### src/hdl/grtc_pkg.sv
// shared types and constants for the guest region table checker
package grtc_pkg;

  localparam int unsigned ADDR_W   = 32;
  localparam int unsigned LIMIT_W  = 33;
  localparam int unsigned KIND_W   = 3;
  localparam int unsigned INDEX_W  = 6;

  localparam logic [LIMIT_W-1:0] GUEST_SIZE_RST = 33'h1_0000_0000;

  typedef enum logic {
    OP_ADD   = 1'b0,
    OP_CHECK = 1'b1
  } opcode_e;

  typedef enum logic [1:0] {
    ST_OK          = 2'd0,
    ST_BAD_VALUE   = 2'd1,
    ST_BAD_ADDRESS = 2'd2,
    ST_FULL        = 2'd3
  } status_e;

  typedef enum logic [1:0] {
    SCN_IDLE,
    SCN_PRE,
    SCN_SCAN,
    SCN_FIN
  } scan_state_e;

  typedef struct packed {
    opcode_e             opcode;
    logic [ADDR_W-1:0]   address;
    logic [ADDR_W-1:0]   length;
    logic [KIND_W-1:0]   region_kind;
  } in_word_t;

  typedef struct packed {
    status_e             status;
    logic [INDEX_W-1:0]  entry_index;
    logic [KIND_W-1:0]   found_kind;
  } out_word_t;

  // one stored region: [start_addr, end_addr)
  typedef struct packed {
    logic [ADDR_W-1:0]   start_addr;
    logic [LIMIT_W-1:0]  end_addr;
    logic [KIND_W-1:0]   kind;
  } region_entry_t;

endpackage

### src/hdl/grtc_ram.sv
// generic single-write, single-read ram with registered read data
module grtc_ram #(
  parameter int unsigned WIDTH = 8,
  parameter int unsigned DEPTH = 2
) (
  input  logic                     clk_i,
  input  logic                     we_i,
  input  logic [$clog2(DEPTH)-1:0] waddr_i,
  input  logic [WIDTH-1:0]         wdata_i,
  input  logic                     re_i,
  input  logic [$clog2(DEPTH)-1:0] raddr_i,
  output logic [WIDTH-1:0]         rdata_o
);

  logic [WIDTH-1:0] mem_q [DEPTH];
  logic [WIDTH-1:0] rdata_q;

  always_ff @(posedge clk_i) begin
    if (we_i) begin
      mem_q[waddr_i] <= wdata_i;
    end
    if (re_i) begin
      rdata_q <= mem_q[raddr_i];
    end
  end

  assign rdata_o = rdata_q;

endmodule

### src/hdl/grtc_scan.sv
// sequencer that scans the region table one entry a cycle and decides each word
module grtc_scan import grtc_pkg::*; #(
  parameter int unsigned MAX_REGIONS = 64
) (
  input  logic                           clk_i,
  input  logic                           rst_ni,
  input  logic                           start_i,
  output logic                           idle_o,
  input  in_word_t                       item_i,
  input  logic [LIMIT_W-1:0]             guest_size_i,
  output logic                           res_valid_o,
  input  logic                           res_ready_i,
  output out_word_t                      res_o,
  output logic                           ram_re_o,
  output logic [$clog2(MAX_REGIONS)-1:0] ram_raddr_o,
  input  region_entry_t                  ram_rdata_i,
  output logic                           ram_we_o,
  output logic [$clog2(MAX_REGIONS)-1:0] ram_waddr_o,
  output region_entry_t                  ram_wdata_o
);

  localparam int unsigned IDX_W = $clog2(MAX_REGIONS);
  localparam int unsigned CNT_W = $clog2(MAX_REGIONS + 1);
  localparam logic [CNT_W-1:0] CNT_MAX = CNT_W'(MAX_REGIONS);

  scan_state_e        state_q, state_d;
  in_word_t           item_q;
  logic [LIMIT_W-1:0] limit_q, limit_d;
  logic [CNT_W-1:0]   cnt_q, cnt_d;
  logic [CNT_W-1:0]   iss_q, iss_d;
  logic               dvld_q, dvld_d;
  logic [IDX_W-1:0]   didx_q, didx_d;
  out_word_t          res_q, res_d;

  // decision terms
  logic [LIMIT_W-1:0] addr_x;
  logic [LIMIT_W-1:0] sum_x;
  logic               len_zero;
  logic               outside;
  logic               overlap;
  logic               in_region;
  logic               past_end;
  logic               hit;
  logic               last_data;
  logic               full;
  logic               commit;

  always_comb begin
    addr_x    = {1'b0, item_q.address};
    sum_x     = addr_x + {1'b0, item_q.length};
    len_zero  = (item_q.length == '0);
    // last byte at or above guest size is the same as sum above it
    outside   = (addr_x >= guest_size_i) || (sum_x > guest_size_i);
    overlap   = !((addr_x >= ram_rdata_i.end_addr) ||
                  (limit_q <= {1'b0, ram_rdata_i.start_addr}));
    in_region = (item_q.address >= ram_rdata_i.start_addr) &&
                (addr_x < ram_rdata_i.end_addr);
    past_end  = (limit_q > ram_rdata_i.end_addr);
    hit       = dvld_q && ((item_q.opcode == OP_ADD) ? overlap : in_region);
    last_data = dvld_q && ((CNT_W'(didx_q) + CNT_W'(1)) == cnt_q);
    full      = (cnt_q == CNT_MAX);
    commit    = 1'b0;
    if (item_q.opcode == OP_ADD) begin
      if (state_q == SCN_PRE) begin
        commit = !len_zero && (cnt_q == '0);
      end else if (state_q == SCN_SCAN) begin
        commit = !hit && last_data && !full;
      end
    end
  end

  // next state
  always_comb begin
    state_d = state_q;
    case (state_q)
      SCN_IDLE: begin
        if (start_i) begin
          state_d = SCN_PRE;
        end
      end
      SCN_PRE: begin
        if (len_zero || (item_q.opcode == OP_CHECK && outside) || cnt_q == '0) begin
          state_d = SCN_FIN;
        end else begin
          state_d = SCN_SCAN;
        end
      end
      SCN_SCAN: begin
        if (hit || last_data) begin
          state_d = SCN_FIN;
        end
      end
      SCN_FIN: begin
        if (res_ready_i) begin
          state_d = SCN_IDLE;
        end
      end
      default: state_d = SCN_IDLE;
    endcase
  end

  // outputs and datapath updates
  always_comb begin
    limit_d     = limit_q;
    cnt_d       = commit ? cnt_q + CNT_W'(1) : cnt_q;
    iss_d       = iss_q;
    dvld_d      = 1'b0;
    didx_d      = didx_q;
    res_d       = res_q;
    ram_re_o    = 1'b0;
    ram_raddr_o = iss_q[IDX_W-1:0];
    ram_we_o    = commit;
    ram_waddr_o = cnt_q[IDX_W-1:0];
    ram_wdata_o.start_addr = item_q.address;
    ram_wdata_o.end_addr   = (state_q == SCN_PRE) ? sum_x : limit_q;
    ram_wdata_o.kind       = item_q.region_kind;
    case (state_q)
      SCN_PRE: begin
        limit_d = sum_x;
        iss_d   = '0;
        res_d   = '{status: ST_BAD_ADDRESS, entry_index: '0, found_kind: '0};
        if (len_zero) begin
          res_d.status = ST_BAD_VALUE;
        end else if (item_q.opcode == OP_ADD && cnt_q == '0) begin
          res_d = '{status: ST_OK, entry_index: '0, found_kind: item_q.region_kind};
        end
      end
      SCN_SCAN: begin
        ram_re_o = (iss_q < cnt_q);
        if (ram_re_o) begin
          iss_d = iss_q + CNT_W'(1);
        end
        dvld_d = ram_re_o && !hit;
        didx_d = iss_q[IDX_W-1:0];
        if (hit) begin
          if (item_q.opcode == OP_ADD) begin
            res_d = '{status: ST_BAD_VALUE, entry_index: '0, found_kind: '0};
          end else if (past_end) begin
            res_d = '{status: ST_BAD_ADDRESS, entry_index: '0, found_kind: '0};
          end else begin
            res_d = '{status: ST_OK, entry_index: INDEX_W'(didx_q),
                      found_kind: ram_rdata_i.kind};
          end
        end else if (last_data) begin
          if (item_q.opcode == OP_CHECK) begin
            res_d = '{status: ST_BAD_ADDRESS, entry_index: '0, found_kind: '0};
          end else if (full) begin
            res_d = '{status: ST_FULL, entry_index: '0, found_kind: '0};
          end else begin
            res_d = '{status: ST_OK, entry_index: INDEX_W'(cnt_q),
                      found_kind: item_q.region_kind};
          end
        end
      end
      default: begin
      end
    endcase
  end

  always_ff @(posedge clk_i or negedge rst_ni) begin
    if (!rst_ni) begin
      state_q <= SCN_IDLE;
      cnt_q   <= '0;
      iss_q   <= '0;
      dvld_q  <= 1'b0;
    end else begin
      state_q <= state_d;
      cnt_q   <= cnt_d;
      iss_q   <= iss_d;
      dvld_q  <= dvld_d;
    end
  end

  always_ff @(posedge clk_i) begin
    if (start_i && state_q == SCN_IDLE) begin
      item_q <= item_i;
    end
    limit_q <= limit_d;
    didx_q  <= didx_d;
    res_q   <= res_d;
  end

  assign idle_o      = (state_q == SCN_IDLE);
  assign res_valid_o = (state_q == SCN_FIN);
  assign res_o       = res_q;

  a_cnt_bound: assert property (@(posedge clk_i) disable iff (!rst_ni)
    cnt_q <= CNT_MAX)
    else $error("region count beyond table size");

  a_write_add_ok: assert property (@(posedge clk_i) disable iff (!rst_ni)
    ram_we_o |=> (res_q.status == ST_OK && item_q.opcode == OP_ADD))
    else $error("table written without a successful add");

  a_write_count: assert property (@(posedge clk_i) disable iff (!rst_ni)
    ram_we_o |=> (cnt_q == $past(cnt_q) + CNT_W'(1)))
    else $error("table write did not advance the count");

  a_no_read_on_write: assert property (@(posedge clk_i) disable iff (!rst_ni)
    ram_we_o |-> !ram_re_o)
    else $error("table read and write in the same cycle");

endmodule

### src/hdl/guest_region_table_checker_core.sv
// top level of the guest region table checker
// Keeps up to MAX_REGIONS non-overlapping guest memory regions in one
// on-chip ram (start, 33-bit end, kind per entry) and answers one word at a
// time: an add word appends a region unless its length is zero, it overlaps
// a stored region, or the table is full; a check word validates an access
// against the guest size and reports the index and kind of the first stored
// region that holds it. Each word produces exactly one result word. A word
// that scans the whole table passes through a bound check, one ram read
// per stored region with registered read data, and a final step that
// hands the result on; a check or add that hits an entry stops the scan
// there, and refusals decided before the scan (or an add to an empty
// table) skip it. The next word is accepted in the cycle after the result
// leaves the sequencer. The scan reads the table through the single read
// port of the table ram. The result sits in an output register, so the
// next word is accepted while the previous result waits. guest_size is
// written on the cfg channel and resets to 4 GiB; the user must write it
// only while the block is idle, which the block itself does not enforce.
// The region count resets to zero, the ram needs no clear.
module guest_region_table_checker_core import grtc_pkg::*; #(
  parameter int unsigned MAX_REGIONS = 64
) (
  input  logic               clk_i,
  input  logic               rst_ni,
  // configuration: guest size
  input  logic               cfg_valid_i,
  output logic               cfg_ready_o,
  input  logic [LIMIT_W-1:0] cfg_data_i,
  // request words
  input  logic               in_valid_i,
  output logic               in_ready_o,
  input  in_word_t           in_word_i,
  // result words
  output logic               out_valid_o,
  input  logic               out_ready_i,
  output out_word_t          out_word_o
);

  localparam int unsigned IDX_W = $clog2(MAX_REGIONS);
  localparam int unsigned ENT_W = $bits(region_entry_t);

  logic [LIMIT_W-1:0] guest_size_q;

  logic               scan_idle;
  logic               res_valid;
  logic               res_ready;
  out_word_t          res_word;

  logic               ram_re;
  logic [IDX_W-1:0]   ram_raddr;
  region_entry_t      ram_rdata;
  logic               ram_we;
  logic [IDX_W-1:0]   ram_waddr;
  region_entry_t      ram_wdata;

  logic               out_valid_q, out_valid_d;
  out_word_t          out_word_q;

  // guest size register, always writable
  assign cfg_ready_o = 1'b1;

  always_ff @(posedge clk_i or negedge rst_ni) begin
    if (!rst_ni) begin
      guest_size_q <= GUEST_SIZE_RST;
    end else if (cfg_valid_i) begin
      guest_size_q <= cfg_data_i;
    end
  end

  // a new word enters only when the sequencer has finished the last one
  assign in_ready_o = scan_idle;

  grtc_scan #(
    .MAX_REGIONS (MAX_REGIONS)
  ) u_scan (
    .clk_i        (clk_i),
    .rst_ni       (rst_ni),
    .start_i      (in_valid_i),
    .idle_o       (scan_idle),
    .item_i       (in_word_i),
    .guest_size_i (guest_size_q),
    .res_valid_o  (res_valid),
    .res_ready_i  (res_ready),
    .res_o        (res_word),
    .ram_re_o     (ram_re),
    .ram_raddr_o  (ram_raddr),
    .ram_rdata_i  (ram_rdata),
    .ram_we_o     (ram_we),
    .ram_waddr_o  (ram_waddr),
    .ram_wdata_o  (ram_wdata)
  );

  // region table: start, end and kind packed into one entry
  grtc_ram #(
    .WIDTH (ENT_W),
    .DEPTH (MAX_REGIONS)
  ) u_table (
    .clk_i   (clk_i),
    .we_i    (ram_we),
    .waddr_i (ram_waddr),
    .wdata_i (ram_wdata),
    .re_i    (ram_re),
    .raddr_i (ram_raddr),
    .rdata_o (ram_rdata)
  );

  // output register decouples the result from the downstream stall
  assign res_ready = !out_valid_q || out_ready_i;

  always_comb begin
    out_valid_d = out_valid_q;
    if (out_ready_i) begin
      out_valid_d = 1'b0;
    end
    if (res_valid && res_ready) begin
      out_valid_d = 1'b1;
    end
  end

  always_ff @(posedge clk_i or negedge rst_ni) begin
    if (!rst_ni) begin
      out_valid_q <= 1'b0;
    end else begin
      out_valid_q <= out_valid_d;
    end
  end

  always_ff @(posedge clk_i) begin
    if (res_valid && res_ready) begin
      out_word_q <= res_word;
    end
  end

  assign out_valid_o = out_valid_q;
  assign out_word_o  = out_word_q;

  // a refused word never reports an index or kind
  a_refusal_clean: assert property (@(posedge clk_i) disable iff (!rst_ni)
    (out_valid_o && out_word_o.status != ST_OK) |->
      (out_word_o.entry_index == '0 && out_word_o.found_kind == '0))
    else $error("refused result carries index or kind");

  // no word accepted while the sequencer still holds a result
  a_accept_idle: assert property (@(posedge clk_i) disable iff (!rst_ni)
    (in_valid_i && in_ready_o) |=> !res_valid)
    else $error("result pending right after a new word");

  // a finished result is never dropped while the output register is busy
  a_res_hold: assert property (@(posedge clk_i) disable iff (!rst_ni)
    (res_valid && !res_ready) |=> res_valid)
    else $error("sequencer dropped a stalled result");

endmodule
### config.mk
export PLATFORM = sky130hd
export DESIGN_NAME = guest_region_table_checker_core
export DESIGN_NICKNAME = d
export VERILOG_FILES = /design/src/hdl/grtc_pkg.sv /design/src/hdl/grtc_ram.sv /design/src/hdl/grtc_scan.sv /design/src/hdl/guest_region_table_checker_core.sv
export SDC_FILE = /design/constraint.sdc
export NUM_CORES = 2
export LEC_CHECK = 0
export CAP_MARGIN = 20
export CORE_MARGIN = 2
export CORE_UTILIZATION = 54
export CTS_CLUSTER_DIAMETER = 100
export CTS_CLUSTER_SIZE = 24
export DETAILED_ROUTE_END_ITERATION = 8
export DONT_BUFFER_PORTS = 1
export HOLD_SLACK_MARGIN = 0.05
export PLACE_DENSITY = 0.73
export SLEW_MARGIN = 5
export SYNTH_ARGS = -nofsm -noshare
export SYNTH_HDL_FRONTEND = slang
export SYNTH_MEMORY_MAX_BITS = 65536
export SYNTH_SLANG_ARGS = --single-unit
### constraint.sdc
create_clock -name clk_i -period 13 [get_ports clk_i]
set_input_delay 2.6 -clock clk_i [delete_from_list [all_inputs] [get_ports clk_i]]
set_output_delay 2.6 -clock clk_i [all_outputs]
set_load 0.005 [all_outputs]
==> run_results.csv <==
group,metric,value,unit
die,pin_count,120,
place,pre_cts_ws,6.22,ns
cells_and_area,layout_common_cells,"edfxtp_1, mux4_2, buf_4",
flow_run,max_cap_viol_count,0,
global_route,grt_overflow_total,0,
synthesis,yosysWarnings,0,
synthesis,synth_cell_types,82,
die,row_count,211,
clocking,cts_resized,0,
timing,worst_pin_slew,1.19,ns
detailed_routing,wirelength,490000,um
die,start_util,54.3,%
global_route,grt_first_pass_wirelength,673000,um
setup_path,endpoint_kind,"flop",
place,gp_congestion,0.947,
synthesis,yosysSeqAreaShare,76.6,%
timing,final_hold_viol_count,0,
clocking,cts_root_buf,"clkbuf_16",
setup_path,path_max_fanout,68,
pwr,max-vdd-ir-drop,0.189,mV
setup_path,start_kind,"flop",
setup_path,r2r-start,"u_scan.ram_wdata_o[60]$_DFFE_PP_",
setup_path,ff2ff_path_depth,12,
detailed_routing,first_pass_iters,8,
cells_and_area,final_common_cell,"edfxtp_1",
global_route,grt_max_degree,140,
timing,fmax,151,MHz
die,fp.dieArea,337000,sq um
clocking,ctsHtreeMaxLevel,4,
synthesis,synth-main-ff-cell,"edfxtp_1",
die,core,331000,sq um
setup_path,r2r_end,"u_table.mem_q[33][62]$_DFFE_PP_",
global_route,antenna_found_initial,83,
clocking,cts_made_buffers,217,
setup_path,critPathKind,"flop to flop",
synthesis,mappedNetlistArea,180000,sq um
synthesis,synth_nets,7913,
synthesis,synth_cells,7566,
timing,maxSlewHeadroom,20.9,%
worst_hold_path,hold_depth,0,
timing,period_share,50.9,%
global_route,grt_pass1_vias,83600,
setup_path,cp_data_arrival_time,7.12,ns
clocking,clock-sinks,4600,
place,port_buffers,0,
synthesis,async_flop_share,1.11,%
timing,setup_slack,6.39,ns
detailed_routing,wl_per_cell,40.0,um
cells_and_area,multi_input_area,40500,sq um
timing,fin_crit,6.61,ns
clocking,clk_pin_slew,0.09,ns
synthesis,yosys_register_bits,4600,
global_route,use_met2,45.2,%
clocking,worstSkewPairLatency,0.99,ns
detailed_routing,vias_per_cell,7.00,
timing,setup_tns,0,ns
detailed_routing,initialDrtViolationCount,14300,
clocking,clk_path_buf_depth,4,
detailed_routing,dr_total_vias,85600,
timing,finClkSkew,0.0940,ns
clocking,cts_setup_buffers,0,
die,die_h,581,um
detailed_routing,drc,0,
cells_and_area,fillers,22700,
worst_hold_path,worstHoldStart,"u_scan.res_o[2]$_DFFE_PP_",
global_route,grt.busiest_layer,"met2",
global_route,met3_usage,5.56,%
timing,setup_viol,0,
detailed_routing,antenna_left,0,
worst_hold_path,hp-class,"flop to flop",
timing,finalMaxSlewViolations,0,
synthesis,synth_edf_count,4516,
setup_path,rrSetupSlack,6.39,ns
global_route,track_usage,28.9,%
global_route,grt_use_met1,40.0,%
cells_and_area,fin_nets,8043,
timing,rsz0062_at_grt,"no",
pwr,p_leak,58.1,nW
cells_and_area,seq_area,138000,sq um
clocking,tritoncts,"yes",
clocking,cts.hold.buffers_added,0,
synthesis,synth.avg_cell_area,23.7,sq um
cells_and_area,drive_above_1_share,26.3,%
setup_path,cp-startpoint,"u_scan.ram_wdata_o[60]$_DFFE_PP_",
cells_and_area,area_growth_syn_to_layout,7.19,%
die,die_w,581,um
setup_path,required,13.51,ns
place,dpl.hpwl,284000,um
worst_hold_path,holdPathEnd,"out_word_o[2]$_DFFE_PP_",
pwr,power_density,189,nW/um^2
status,status,"completed",
## cell type report
class	instances	area share, %
Tap cell	4366	2.84
Clock inverter	19	0.161
Antenna cell	51	0.0663
Multi-Input combinational cell	2480	21.1
Timing Repair Buffer	267	1.17
Inverter	130	0.259
Clock buffer	315	3.02
Sequential cell	4600	71.4
## power by group
part	total, mW	leakage, nW	switching (mW)	internal (mW)
Combinational	9.91	13.6	6.30	3.61
Sequential	18.8	41.5	0.279	18.5
Clock	7.64	2.94	4.49	3.16
## routing by layer
metal / part of all wire, % / vias to the layer above
met5: 0.057 / -
met1: 36 / 46000
met2: 48 / 5923
li1: - / 32700
met3: 11 / 900
met4: 5.4 / 42
## how the worst max path moves through the flow
stage | slack (ns) | end
after floorplan | 4.82 | u_table.mem_q[0][0]$_DFFE_PP_
after global placement | 6.37 | u_table.mem_q[32][63]$_DFFE_PP_
after detailed placement | 6.22 | u_table.mem_q[32][33]$_DFFE_PP_
after CTS | 6.20 | u_table.mem_q[32][62]$_DFFE_PP_
after global routing | 6.23 | u_table.mem_q[33][62]$_DFFE_PP_
final | 6.39 | u_table.mem_q[33][62]$_DFFE_PP_
## cells in the mapped netlist, types with 6 or more instances
cell type / instances / area, sq um
a211oi_1: 13 / 97.6
clkbuf_1: 234 / 878
and4_1: 6 / 52.6
nand2_1: 100 / 375
nand3b_1: 9 / 67.6
a221oi_1: 6 / 52.6
o21ai_0: 93 / 465
a22o_1: 7 / 61.3
buf_1: 16 / 60.1
mux4_2: 1428 / 32200
dfxtp_1: 33 / 661
o21a_1: 9 / 67.6
a21o_1: 38 / 285
nand2b_1: 12 / 75.1
a21oi_1: 91 / 455
o31ai_1: 9 / 67.6
nor3_2: 10 / 100
o21bai_1: 6 / 45.0
nand4_1: 32 / 200
nor4_1: 14 / 87.6
nand3_1: 55 / 275
xnor2_1: 28 / 245
dfrtp_1: 50 / 1250
a31oi_1: 7 / 43.8
o211ai_1: 10 / 75.1
mux2_2: 31 / 349
ha_1: 240 / 3000
xor2_1: 9 / 78.8
nor3_1: 69 / 345
nor2b_1: 10 / 62.6
buf_2: 102 / 510
edfxtp_1: 4516 / 136000
inv_1: 126 / 473
nor2_1: 52 / 195
## cells by family (layout without fill, tap and decap cells)
group	after synthesis	after routing	share of synthesized area, %
AO/OA/AOI/OAI	341	341	1.21
XOR/XNOR	37	37	0.180
multiplexers	1461	1461	18.1
buffers and inverters	486	731	1.10
adder cells (fa/ha/maj)	241	241	1.68
AND/OR/NAND/NOR	399	399	1.15
flip-flops	4600	4600	76.6
other	1	52	0.00209
## flip-flops by register name, indices dropped and copies added, names as in the netlist
name and count:
u_scan.ram_wdata_o 35, u_scan.iss_q 7, u_scan.limit_q 33, u_scan.item_q 33
u_scan.state_q 2, out_valid_o 1, u_table.mem_q 4352, u_scan.cnt_q 7
guest_size_q 33, u_scan.dvld_q 1, u_scan.didx_q 6, out_word_o 11
u_table.rdata_o 68, u_scan.res_o 11
## worst max-delay path, cell delays in order (launching register included)
cell and delay, ns:
edfxtp_1 0.33, buf_4 0.61, ha_1 0.38, and4_1 0.18, a221o_1 0.32, a2111oi_1 0.59, o221ai_1 0.33, nor4_4 0.86
o21a_4 0.69, buf_4 0.69, nor3_4 0.09, buf_4 0.34, buf_4 0.56
## per-stage QoR
step / util (%) / instances / cell area, sq um / power [mW] / hold WS [ns]
3_3_place_gp: 56.3 / 11800 / 186000 / 28.7 / 0.403
4_1_cts: 58.1 / 12200 / 192000 / 36.4 / 0.429
2_1_floorplan: - / 7566 / 180000 / 25.1 / 0.400
5_1_grt: 58.2 / 12200 / 192000 / 37.4 / 0.446
6_report: 58.2 / 12200 / 193000 / 36.4 / 0.428
3_5_place_dp: 56.3 / 11800 / 186000 / 29.0 / 0.407
Note: power is estimated with default switching activity, not from simulation.
